$ cat config.mk
export PLATFORM = sky130hd
export DESIGN_NAME = dram_bank_command_state_machine_unit
export DESIGN_NICKNAME = d
export VERILOG_FILES = /design/src/sv/dbsm_pkg.sv /design/src/sv/dbsm_timing.sv /design/src/sv/dbsm_bank.sv /design/src/sv/dram_bank_command_state_machine_unit.sv
export SDC_FILE = /design/constraint.sdc
export NUM_CORES = 2
export LEC_CHECK = 0
export BUFFER_PORTS_ARGS = -buffer_cell sky130_fd_sc_hd__buf_2
export CAP_MARGIN = 10
export CORE_MARGIN = 1.5
export CORE_UTILIZATION = 60
export DETAILED_ROUTE_END_ITERATION = 16
export GPL_ROUTABILITY_DRIVEN = 1
export PLACE_DENSITY_LB_ADDON = 0.15
export SYNTH_ARGS = -nofsm -noshare
export SYNTH_HDL_FRONTEND = slang
export SYNTH_HIERARCHICAL = 1
export SYNTH_SLANG_ARGS = --single-unit
$ cat constraint.sdc
create_clock -name clk -period 20.4 [get_ports clk]
set_input_delay 4.08 -clock clk [delete_from_list [all_inputs] [get_ports clk]]
set_output_delay 4.08 -clock clk [all_outputs]
set_load 0.005 [all_outputs]
$ cat src/sv/dbsm_pkg.sv
`timescale 1ns / 1ps
// ----------------------------------------------------------------------------
// dbsm_pkg
// shared types, command codes and register indexes for the bank state machine
// ----------------------------------------------------------------------------
package dbsm_pkg;

  localparam int CmdW     = 5;
  localparam int NumCmd   = 19;
  localparam int RaaW     = 10;
  localparam int CfgIdxW  = 3;
  localparam int CfgDataW = 10;
  localparam int RowFldW  = 16;
  localparam int TimeFldW = 40;

  // dram command codes
  localparam logic [CmdW-1:0] CMD_RD     = 5'd0;
  localparam logic [CmdW-1:0] CMD_RDA    = 5'd1;
  localparam logic [CmdW-1:0] CMD_WR     = 5'd2;
  localparam logic [CmdW-1:0] CMD_WRA    = 5'd3;
  localparam logic [CmdW-1:0] CMD_ACT    = 5'd4;
  localparam logic [CmdW-1:0] CMD_PRE    = 5'd5;
  localparam logic [CmdW-1:0] CMD_REFB   = 5'd6;
  localparam logic [CmdW-1:0] CMD_REFSB  = 5'd7;
  localparam logic [CmdW-1:0] CMD_REFAB  = 5'd8;
  localparam logic [CmdW-1:0] CMD_SRE    = 5'd9;
  localparam logic [CmdW-1:0] CMD_SRX    = 5'd10;
  localparam logic [CmdW-1:0] CMD_RFMSB  = 5'd11;
  localparam logic [CmdW-1:0] CMD_RFMAB  = 5'd12;
  localparam logic [CmdW-1:0] CMD_DRFMB  = 5'd13;
  localparam logic [CmdW-1:0] CMD_DRFMSB = 5'd14;
  localparam logic [CmdW-1:0] CMD_DRFMAB = 5'd15;
  localparam logic [CmdW-1:0] CMD_PREAB  = 5'd16;
  localparam logic [CmdW-1:0] CMD_PRESB  = 5'd17;
  localparam logic [CmdW-1:0] CMD_NONE   = 5'd18;

  // operations
  localparam logic [1:0] OP_QUERY  = 2'd0;
  localparam logic [1:0] OP_ISSUE  = 2'd1;
  localparam logic [1:0] OP_TIMING = 2'd2;
  localparam logic [1:0] OP_MARK   = 2'd3;

  // bank states
  localparam logic [1:0] ST_CLOSED = 2'd0;
  localparam logic [1:0] ST_OPEN   = 2'd1;
  localparam logic [1:0] ST_SREF   = 2'd2;

  // rfm kinds
  localparam logic [1:0] RFM_SB = 2'd1;
  localparam logic [1:0] RFM_AB = 2'd2;

  // register indexes
  localparam logic [CfgIdxW-1:0] REG_RFM_KIND    = 3'd0;
  localparam logic [CfgIdxW-1:0] REG_THR_SELECT  = 3'd1;
  localparam logic [CfgIdxW-1:0] REG_MGMT_THR    = 3'd2;
  localparam logic [CfgIdxW-1:0] REG_INIT_THR    = 3'd3;
  localparam logic [CfgIdxW-1:0] REG_REF_DEC     = 3'd4;
  localparam logic [CfgIdxW-1:0] REG_RFM_DEC     = 3'd5;

  typedef struct packed {
    logic [1:0]      rfm_kind;
    logic            thr_select;
    logic [RaaW-1:0] mgmt_thr;
    logic [RaaW-1:0] init_thr;
    logic [RaaW-1:0] ref_dec;
    logic [RaaW-1:0] rfm_dec;
  } cfg_t;

  // last field in the lowest bits
  typedef struct packed {
    logic [TimeFldW-1:0] earliest_time;
    logic [TimeFldW-1:0] now_time;
    logic [RowFldW-1:0]  row;
    logic [CmdW-1:0]     dram_cmd;
    logic [1:0]          command;
  } item_t;

  typedef struct packed {
    logic [RaaW-1:0]    raa_count;
    logic               in_drfm;
    logic               in_refresh;
    logic [RowFldW-1:0] open_row;
    logic [1:0]         bank_state;
    logic               error;
    logic [CmdW-1:0]    ready_cmd;
  } result_t;

endpackage

$ cat src/sv/dbsm_timing.sv
`timescale 1ns / 1ps
// ----------------------------------------------------------------------------
// dbsm_timing
// earliest-issue time per command, with readiness compare and raising update
// ----------------------------------------------------------------------------
module dbsm_timing #(
  parameter int TIME_BITS = 40
) (
  input  logic                       clk,
  input  logic                       rst,
  input  logic [dbsm_pkg::CmdW-1:0]  rd_idx,
  input  logic [TIME_BITS-1:0]       now_time,
  output logic                       timely,
  input  logic                       wr_en,
  input  logic [dbsm_pkg::CmdW-1:0]  wr_idx,
  input  logic [TIME_BITS-1:0]       wr_time
);
  import dbsm_pkg::*;

  logic [TIME_BITS-1:0] earliest [NumCmd];
  logic [TIME_BITS-1:0] rd_time;
  logic                 wr_ok;

  always_comb begin
    rd_time = (rd_idx < CmdW'(NumCmd)) ? earliest[rd_idx] : '0;
    timely  = (now_time >= rd_time);
    wr_ok   = wr_en && (wr_idx < CmdW'(NumCmd));
  end

  always_ff @(posedge clk) begin
    if (rst) begin
      for (int i = 0; i < NumCmd; i++) begin
        earliest[i] <= '0;
      end
    end else if (wr_ok && (wr_time > earliest[wr_idx])) begin
      earliest[wr_idx] <= wr_time;
    end
  end

endmodule

$ cat src/sv/dbsm_bank.sv
`timescale 1ns / 1ps
// ----------------------------------------------------------------------------
// dbsm_bank
// bank state, activation counter and command mapping for one item per cycle while step is high
// ----------------------------------------------------------------------------
module dbsm_bank #(
  parameter int TIME_BITS = 40,
  parameter int ROW_BITS  = 16
) (
  input  logic              clk,
  input  logic              rst,
  input  logic              step,
  input  dbsm_pkg::item_t   item,
  input  dbsm_pkg::cfg_t    cfg,
  output dbsm_pkg::result_t res
);
  import dbsm_pkg::*;

  logic [1:0]          mode, mode_next;
  logic [ROW_BITS-1:0] active_row, active_row_next;
  logic [RaaW-1:0]     raa, raa_next;
  logic                drfm_pending, drfm_pending_next;
  logic [CmdW-1:0]     last_issued, last_issued_next;

  logic [CmdW-1:0]      c;
  logic [ROW_BITS-1:0]  row_in;
  logic [TIME_BITS-1:0] now_in;
  logic [TIME_BITS-1:0] et_in;
  logic [RaaW-1:0]      thr;
  logic                 over;
  logic                 is_acc;
  logic [CmdW-1:0]      req;
  logic                 req_bad;
  logic                 timely;
  logic                 err;
  logic                 issue_bad;
  logic [CmdW-1:0]      ready;
  logic [RaaW-1:0]      raa_ref_sub, raa_rfm_sub;

  assign c      = item.dram_cmd;
  assign row_in = ROW_BITS'(item.row);
  assign now_in = TIME_BITS'(item.now_time);
  assign et_in  = TIME_BITS'(item.earliest_time);

  // query mapping
  always_comb begin
    thr     = cfg.thr_select ? cfg.mgmt_thr : cfg.init_thr;
    over    = (raa >= thr);
    is_acc  = (c <= CMD_WRA);
    req     = CMD_NONE;
    req_bad = 1'b0;
    case (mode)
      ST_CLOSED: begin
        if (is_acc) begin
          if (cfg.rfm_kind == RFM_SB && over) begin
            req = CMD_RFMSB;
          end else if (cfg.rfm_kind == RFM_AB && over) begin
            req = CMD_RFMAB;
          end else if (drfm_pending) begin
            req = CMD_NONE;
          end else begin
            req = CMD_ACT;
          end
        end else if (c inside {CMD_REFB, CMD_REFSB, CMD_REFAB, CMD_SRE, CMD_RFMSB,
                               CMD_RFMAB, CMD_DRFMB, CMD_DRFMSB, CMD_DRFMAB}) begin
          req = c;
        end else begin
          req_bad = 1'b1;
        end
      end
      ST_OPEN: begin
        if (is_acc) begin
          req = (row_in == active_row) ? c : CMD_PRE;
        end else if (c inside {CMD_REFB, CMD_DRFMB}) begin
          req = CMD_PRE;
        end else if (c inside {CMD_REFAB, CMD_RFMAB, CMD_DRFMAB, CMD_SRE}) begin
          req = CMD_PREAB;
        end else if (c inside {CMD_RFMSB, CMD_REFSB, CMD_DRFMSB}) begin
          req = CMD_PRESB;
        end else begin
          req_bad = 1'b1;
        end
      end
      default: begin
        if (is_acc) begin
          req = CMD_SRX;
        end else begin
          req_bad = 1'b1;
        end
      end
    endcase
  end

  dbsm_timing #(
    .TIME_BITS(TIME_BITS)
  ) u_timing (
    .clk     (clk),
    .rst     (rst),
    .rd_idx  (req),
    .now_time(now_in),
    .timely  (timely),
    .wr_en   (step && item.command == OP_TIMING),
    .wr_idx  (c),
    .wr_time (et_in)
  );

  // query result, issue and state update
  always_comb begin
    raa_ref_sub       = (raa > cfg.ref_dec) ? raa - cfg.ref_dec : '0;
    raa_rfm_sub       = (raa > cfg.rfm_dec) ? raa - cfg.rfm_dec : '0;
    mode_next         = mode;
    active_row_next   = active_row;
    raa_next          = raa;
    drfm_pending_next = drfm_pending;
    last_issued_next  = last_issued;
    issue_bad         = 1'b0;
    ready             = CMD_NONE;
    err               = 1'b0;
    case (item.command)
      OP_QUERY: begin
        err = req_bad;
        if (!req_bad && req != CMD_NONE && timely) begin
          ready = req;
        end
      end
      OP_ISSUE: begin
        case (mode)
          ST_OPEN: begin
            if (c inside {CMD_RDA, CMD_WRA, CMD_PRE, CMD_PREAB, CMD_PRESB}) begin
              mode_next       = ST_CLOSED;
              active_row_next = '0;
            end else if (!(c inside {CMD_RD, CMD_WR})) begin
              issue_bad = 1'b1;
            end
          end
          ST_CLOSED: begin
            if (c inside {CMD_REFB, CMD_REFSB, CMD_REFAB}) begin
              raa_next = raa_ref_sub;
            end else if (c inside {CMD_DRFMB, CMD_DRFMSB, CMD_DRFMAB}) begin
              drfm_pending_next = 1'b0;
              raa_next          = raa_rfm_sub;
            end else if (c inside {CMD_RFMSB, CMD_RFMAB}) begin
              raa_next = raa_rfm_sub;
            end else if (c == CMD_ACT) begin
              mode_next       = ST_OPEN;
              active_row_next = row_in;
              if (raa != '1) begin
                raa_next = raa + RaaW'(1);
              end
            end else if (c == CMD_SRE) begin
              mode_next = ST_SREF;
            end else if (!(c inside {CMD_PREAB, CMD_PRESB})) begin
              issue_bad = 1'b1;
            end
          end
          default: begin
            if (c == CMD_SRX) begin
              mode_next = ST_CLOSED;
            end else begin
              issue_bad = 1'b1;
            end
          end
        endcase
        if (!issue_bad) begin
          last_issued_next = c;
        end
        err = issue_bad;
      end
      OP_TIMING: begin
        err = (c >= CmdW'(NumCmd));
      end
      default: begin
        drfm_pending_next = 1'b1;
      end
    endcase

    res.ready_cmd  = ready;
    res.error      = err;
    res.bank_state = mode_next;
    res.open_row   = (mode_next == ST_OPEN) ? RowFldW'(active_row_next) : '0;
    res.in_refresh = (last_issued_next inside {CMD_REFB, CMD_REFSB, CMD_REFAB});
    res.in_drfm    = (last_issued_next inside {CMD_DRFMB, CMD_DRFMSB, CMD_DRFMAB});
    res.raa_count  = raa_next;
  end

  always_ff @(posedge clk) begin
    if (rst) begin
      mode         <= ST_CLOSED;
      active_row   <= '0;
      raa          <= '0;
      drfm_pending <= 1'b0;
      last_issued  <= CMD_NONE;
    end else if (step) begin
      mode         <= mode_next;
      active_row   <= active_row_next;
      raa          <= raa_next;
      drfm_pending <= drfm_pending_next;
      last_issued  <= last_issued_next;
    end
  end

  a_row_clear_unless_open: assert property (@(posedge clk) disable iff (rst)
    (mode != ST_OPEN) |-> (active_row == '0))
    else $error("active row kept while bank not open");

  a_mark_sets_pending: assert property (@(posedge clk) disable iff (rst)
    (step && item.command == OP_MARK) |=> drfm_pending)
    else $error("drfm pending not set after mark");

  a_bad_issue_no_change: assert property (@(posedge clk) disable iff (rst)
    (step && item.command == OP_ISSUE && issue_bad)
      |=> ($stable(mode) && $stable(last_issued) && $stable(raa)))
    else $error("illegal issue changed bank state");

endmodule

$ cat src/sv/dram_bank_command_state_machine_unit.sv
`timescale 1ns / 1ps
// ----------------------------------------------------------------------------
// dram_bank_command_state_machine_unit
// one dram bank: command mapping, issue tracking and earliest-issue timing
// ----------------------------------------------------------------------------
// Takes one transfer per clock while the result side keeps up, and returns
// one result per transfer: the item is held in an input register, the bank
// logic, the 19-entry earliest-issue table read and the time compare work on
// it in a single pass, and the result is held in an output register. The
// bank state is updated as the item moves to the output register, so a
// following item sees it in the next cycle. Holding tready low on the result
// side stalls the input side after the two registers fill.
module dram_bank_command_state_machine_unit #(
  parameter int TIME_BITS = 40,
  parameter int ROW_BITS  = 16
) (
  input  logic                          clk,
  input  logic                          rst,
  input  logic                          s_axis_tvalid,
  output logic                          s_axis_tready,
  // command, dram_cmd, row, now_time, earliest_time, zero fill
  input  logic [103:0]                  s_axis_tdata,
  output logic                          m_axis_tvalid,
  input  logic                          m_axis_tready,
  // ready_cmd, error, bank_state, open_row, in_refresh, in_drfm, raa_count, zero fill
  output logic [39:0]                   m_axis_tdata,
  input  logic                          cfg_wr_en,
  input  logic [dbsm_pkg::CfgIdxW-1:0]  cfg_addr,
  input  logic [dbsm_pkg::CfgDataW-1:0] cfg_wdata
);
  import dbsm_pkg::*;

  localparam int ItemW = $bits(item_t);
  localparam int ResW  = $bits(result_t);

  cfg_t    cfg;
  item_t   s1_item;
  logic    s1_valid;
  logic    advance;
  result_t res;
  result_t res_q;

  always_ff @(posedge clk) begin
    if (rst) begin
      cfg <= '0;
    end else if (cfg_wr_en) begin
      case (cfg_addr)
        REG_RFM_KIND:   cfg.rfm_kind   <= cfg_wdata[1:0];
        REG_THR_SELECT: cfg.thr_select <= cfg_wdata[0];
        REG_MGMT_THR:   cfg.mgmt_thr   <= cfg_wdata[RaaW-1:0];
        REG_INIT_THR:   cfg.init_thr   <= cfg_wdata[RaaW-1:0];
        REG_REF_DEC:    cfg.ref_dec    <= cfg_wdata[RaaW-1:0];
        REG_RFM_DEC:    cfg.rfm_dec    <= cfg_wdata[RaaW-1:0];
        default: ;
      endcase
    end
  end

  assign advance       = s1_valid && (!m_axis_tvalid || m_axis_tready);
  assign s_axis_tready = !s1_valid || advance;

  // input register
  always_ff @(posedge clk) begin
    if (rst) begin
      s1_valid <= 1'b0;
    end else if (s_axis_tvalid && s_axis_tready) begin
      s1_valid <= 1'b1;
    end else if (advance) begin
      s1_valid <= 1'b0;
    end
  end

  always_ff @(posedge clk) begin
    if (s_axis_tvalid && s_axis_tready) begin
      s1_item <= item_t'(s_axis_tdata[ItemW-1:0]);
    end
  end

  dbsm_bank #(
    .TIME_BITS(TIME_BITS),
    .ROW_BITS (ROW_BITS)
  ) u_bank (
    .clk (clk),
    .rst (rst),
    .step(advance),
    .item(s1_item),
    .cfg (cfg),
    .res (res)
  );

  // result register
  always_ff @(posedge clk) begin
    if (rst) begin
      m_axis_tvalid <= 1'b0;
    end else if (advance) begin
      m_axis_tvalid <= 1'b1;
    end else if (m_axis_tready) begin
      m_axis_tvalid <= 1'b0;
    end
  end

  always_ff @(posedge clk) begin
    if (advance) begin
      res_q <= res;
    end
  end

  assign m_axis_tdata = {(40 - ResW)'(0), res_q};

endmodule
Yosys cells after proc, flatten, opt, wreduce, memory -nomap -nowiden
Memories as Yosys holds them, arrays and structs flattened. A register that Yosys moved wholly into a read port is not among the register bits.
Cells that the tools add are included.
W data, S select, Z words.
Word-level totals
  input bits: 122
  output and inout bits: 42
  logic and storage cells: 199
  memory bits (writable): 760
  flip-flop bits (word level): 218
  memories kept: 1
Memory list
  u_bank.u_timing.earliest: depth 19, bits a word 40, rd ports 2, clocked after Yosys merged registers in 1, write ports 19, RTL line dbsm_timing.sv:20  | logic [TIME_BITS-1:0] earliest [NumCmd];
Operators by class
  reduce and logical (&&, ||, !) cells: 42
  eq/ne operators: 40
  $add $sub $neg: 3
  multiplexer cells: 78
  bitwise operators: 1
  $lt $le $gt $ge: 9
Operators by type and width (number)
  $mux W10: 10
  $mux W16: 6
  $mux W40: 2
  $mux W5: 14
  $eq A5 B4 Y1 const B: 12
  $ge A40 B40 Y1: 1
  $gt A40 B40 Y1: 1
  $reduce_or A40 Y1: 1
  $pmux W16 S2: 1
  $eq A5 B3 Y1 const B: 6
  $mux W1: 30
  $gt A10 B10 Y1: 2
  $sub A10 B10 Y10: 2
  $mux W2: 9
  $eq A16 B16 Y1: 1
  $reduce_bool A3 Y1: 5
  $reduce_and A2 Y1: 7
  $reduce_bool A2 Y1: 6
  $add A10 B1 Y10 const B: 1
  $eq A5 B2 Y1 const B: 2
  $eq A5 B5 Y1 const B: 2
  $ge A10 B10 Y1: 1
  $lt A5 B5 Y1 const B: 2
  $ne A10 B10 Y1 const B: 1
  27 further kinds: 48

Logic depth before layout (Yosys ltp)
  depth after elaboration: 14
  gate-level depth with buffers: 28
  gate-level depth less buffers: 23

Cells and area by module
The synthesis kept the hierarchy.
Modules (own cells, without submodules)
  dbsm_timing: times used 1, cells an instance 3749, area an instance 62193.4 um2, seq. area each 38036.5 um2
  dram_bank_command_state_machine_unit: times used 1, cells an instance 310, area an instance 6037.0 um2, seq. area each 5074.9 um2
  dbsm_bank: times used 1, cells an instance 570, area an instance 4205.3 um2, seq. area each 680.7 um2

Least setup slack after synthesis
OpenSTA, ideal clock, no wires.
  path type: input -> register
  start point: input m_axis_tready
  end point: memory u_bank.u_timing.earliest[9][0] (enable)
  data arrival time: 8.594 ns
  data required time: 19.954 ns
  path slack: 11.360 ns
  setup time: 0.446 ns
  stages: 12
  path buffers: 4
  path through: nand2b_1 and2_1 clkbuf_1 nand2_1 nor2_1 nand2_1 a21o_1 clkbuf_1 or4b_1 clkbuf_1 buf_6 o21bai_1
RTL lines
  start: declaration: RTL line dram_bank_command_state_machine_unit.sv:24  | input logic m_axis_tready,
  end: declaration: RTL line dbsm_timing.sv:20

==> flow_summary.json <==
{
  "first_global_vias": 46320,
  "total_leakage_power_nw": 28.42,
  "synth_cells": 4629,
  "via_count": 46080,
  "power_w": 0.007246,
  "setup_viol": 0,
  "place_area_sq_mm": 0.07672,
  "gp_congestion": 0.8689,
  "outcome": "finished, final reports clean",
  "synth_area_sq_mm": 0.07244,
  "vias_per_cell": 6.676,
  "worst_slack_ns": 10.34,
  "antenna_found_initial": 8,
  "ioPinCount": 164,
  "rows": 127,
  "power_density_mw_per_mm2": 88.61,
  "clock.fmax_mhz": 99.35,
  "grt_max_degree": 155,
  "cpLargestDelayFamily": "buffers and inverters",
  "critPathMaxStageDelay_ns": 1.04,
  "fin_worst_skew_ns": 0.04734,
  "yosysSeqAreaShare_pct": 60.46,
  "avgSynthCellArea_sq_um": 15.65,
  "yosysTopAreaCell": "edfxtp_1",
  "grtUsageTotal_pct": 32.72,
  "portBuffers": 158,
  "grt_pass1_wl_microns": 291300,
  "clk_pin_slew_ns": 0.06,
  "core_area_sq_mm": 0.1198,
  "period_share_pct": 49.34,
  "final_cell_mix": "edfxtp_1 (1379), mux4_2 (600), conb_1 (524)",
  "finalMaxSlewViolations": 0,
  "fin_area_sq_mm": 0.08178,
  "fin_hold_ws_ns": 0.4762,
  "synthDistinctLibCells": 83,
  "insertion_delay_ns": 0.81,
  "die_h_microns": 350.5,
  "critPathMaxFanout": 69,
  "hpwl_microns": 113100,
  "grt_overflow_total": 0,
  "fin_nets": 5393,
  "required_ns": 20.90,
  "first_iter_violations": 5854,
  "synth_top_area_share_pct": 57.17,
  "hp-class": "reg2reg",
  "synth_warnings": 6,
  "async_reset_ff_share_pct": 0,
  "numCtsBuffers": 155,
  "dr.pass1.iters": 6,
  "die_x_microns": 350.5,
  "wl_per_cell_microns": 28.66,
  "h-tree-depth": 4,
  "ys_seq_elements": 1498,
  "pre_cts_ws_ns": 10.59,
  "clockBufferDepth": 3,
  "cts_root_buf": "clkbuf_16",
  "postCtsHoldBufs": 0,
  "drive_gt1_share_pct": 22.41,
  "synth_edf_count": 1379,
  "drt_wl_total_microns": 197800,
  "critPathKind": "reg2reg",
  "synth_ff_type": "edfxtp_1",
  "max_slew_margin_pct": 10.41,
  "cts_tree": "yes",
  "hold_viol_final": 0,
  "grt_setup_unrepaired": "no",
  "clock-sinks": 1498,
  "area_growth_pct": 12.90,
  "fp.dieArea_sq_mm": 0.1228,
  "setup-tns-final_ns": 0,
  "drc": 0,
  "start_util_pct": 60.46,
  "worstMarginPinSlew_ns": 1.340,
  "fin_crit_ns": 10.06,
  "cp_slowest_cell": "or4b_4",
  "fillers": 8272,
  "path_common_cell": "buf_4",
  "cp.buffers_inverters": 6,
  "synthTopCellsByArea": "edfxtp_1 (57%), mux4_2 (19%), dfxtp_1 (3.3%)",
  "cts_resized": 0,
  "layout_commonest_cell": "edfxtp_1",
  "critPathLaunchType": "flop",
  "path_cells": "buf_4 > buf_4 > buf_4 > buf_4 > mux4_2 > mux4_2 > mux2i_1 > ha_1 > nand4_1 > or4_1 > nor2_1 > a21o_4 > buf_4 > or4b_4 > o21bai_4 > buf_4",
  "crit_path_end_kind": "flop",
  "ant_nets": 0,
  "max-vdd-ir-drop_mv": 0.1113,
  "critPathArrivalTime_ns": 10.56,
  "cts_setup_buffers": 0,
  "maxCapViolations": 0
}
-- registers in the layout (all words and copies together), names as in the netlist --
| name | cells |
|---|---|
| s1_item | 103 |
| m_axis_tdata | 36 |
| m_axis_tvalid | 1 |
| u_bank/raa | 10 |
| u_bank/mode | 2 |
| u_bank/last_issued | 5 |
| u_bank/u_timing/earliest | 1280 |
| cfg | 43 |
| u_bank/drfm_pending | 1 |
| u_bank/active_row | 16 |
| s1_valid | 1 |
-- path summary, 6_finish.rpt --
check | startpoint | depth (start not counted) | slack [ns] | to
hold reg to reg | cfg[39] | 2 | 0.48 | cfg[39]
setup reg to reg | s1_item[3] | 16 | 10.34 | u_bank/u_timing/earliest[2][20]
setup / recovery | s1_item[3] | 16 | 10.34 | u_bank/u_timing/earliest[2][20]
hold / removal | cfg[39] | 2 | 0.48 | cfg[39]
-- synthesized netlist by cell type (6+ instances only) --
library cell	n
edfxtp_1	1379
mux4_2	600
nor2_1	378
nor4_1	357
clkbuf_1	267
nand2_1	245
mux2i_1	143
dfxtp_1	119
nor2b_1	117
ha_1	111
a21oi_1	105
nand2b_1	94
buf_2	82
o21ai_0	79
buf_1	49
inv_1	40
nor4b_1	40
a22oi_1	36
mux2_2	33
nand4_1	32
nor3b_1	32
nand3_1	25
xnor2_1	25
a21o_1	24
o21bai_1	20
a211oi_1	13
nor3_1	13
nor2_2	12
and2_1	9
a31oi_1	8
buf_6	8
a211o_1	7
a221oi_1	7
buf_4	7
nand3b_1	6
o21a_1	6
o31ai_1	6
xor2_1	6
-- logic make-up after synthesis --
logic type,after synthesis,synth area share (%)
adders and majority gates,113,1.973
xor gates and xnor gates,31,0.3748
other,2,0.01037
AOI/OAI and AO/OA,354,3.161
DFF,1498,60.46
muxes,777,21.16
buffers and inverters,453,2.608
and+or+nand+nor,1401,10.25
-- routing by layer --
layer | track usage [%] | share of wire (%)
met1 | 42.18 | 35
met2 | 52.01 | 47
met3 | 8.165 | 12
met4 | 16.68 | 5.4
met5 | 0 | 0.037
-- power breakdown --
group | switching (W) | total (W) | internal, W | leakage [nW]
Clock | 0.00119 | 0.00283 | 0.00164 | 2.45
Sequential | 0.0000553 | 0.00351 | 0.00346 | 15.1
Combinational | 0.000558 | 0.000903 | 0.000345 | 10.9
-- layout make-up --
class                      count  area (sq um)  share of cell area (%)
multi-input combinational   3200         29050                   35.52
antenna                        6         15.01                 0.01836
timing repair buffer         263          1729                   2.114
clock inverter                75         770.7                  0.9425
clock buffer                 208          4255                   5.203
inverter                      40         150.1                  0.1836
tap                         1612          2017                   2.466
sequential                  1498         43790                   53.55
-- worst min-delay path: stages (launching register included) --
cell	delay (ns)
dfxtp_1	0.31
nand2b_1	0.06
mux2i_1	0.06
-- through the flow --
step | cells | utilization (%)
after global placement | 6612 | 64.04
after floorplan | 5151 | -
final | 6902 | 68.26
after detailed placement | 6612 | 64.04
after global routing | 6898 | 68.25
after CTS | 6895 | 68.23
Power figures use the tool's default switching activity.
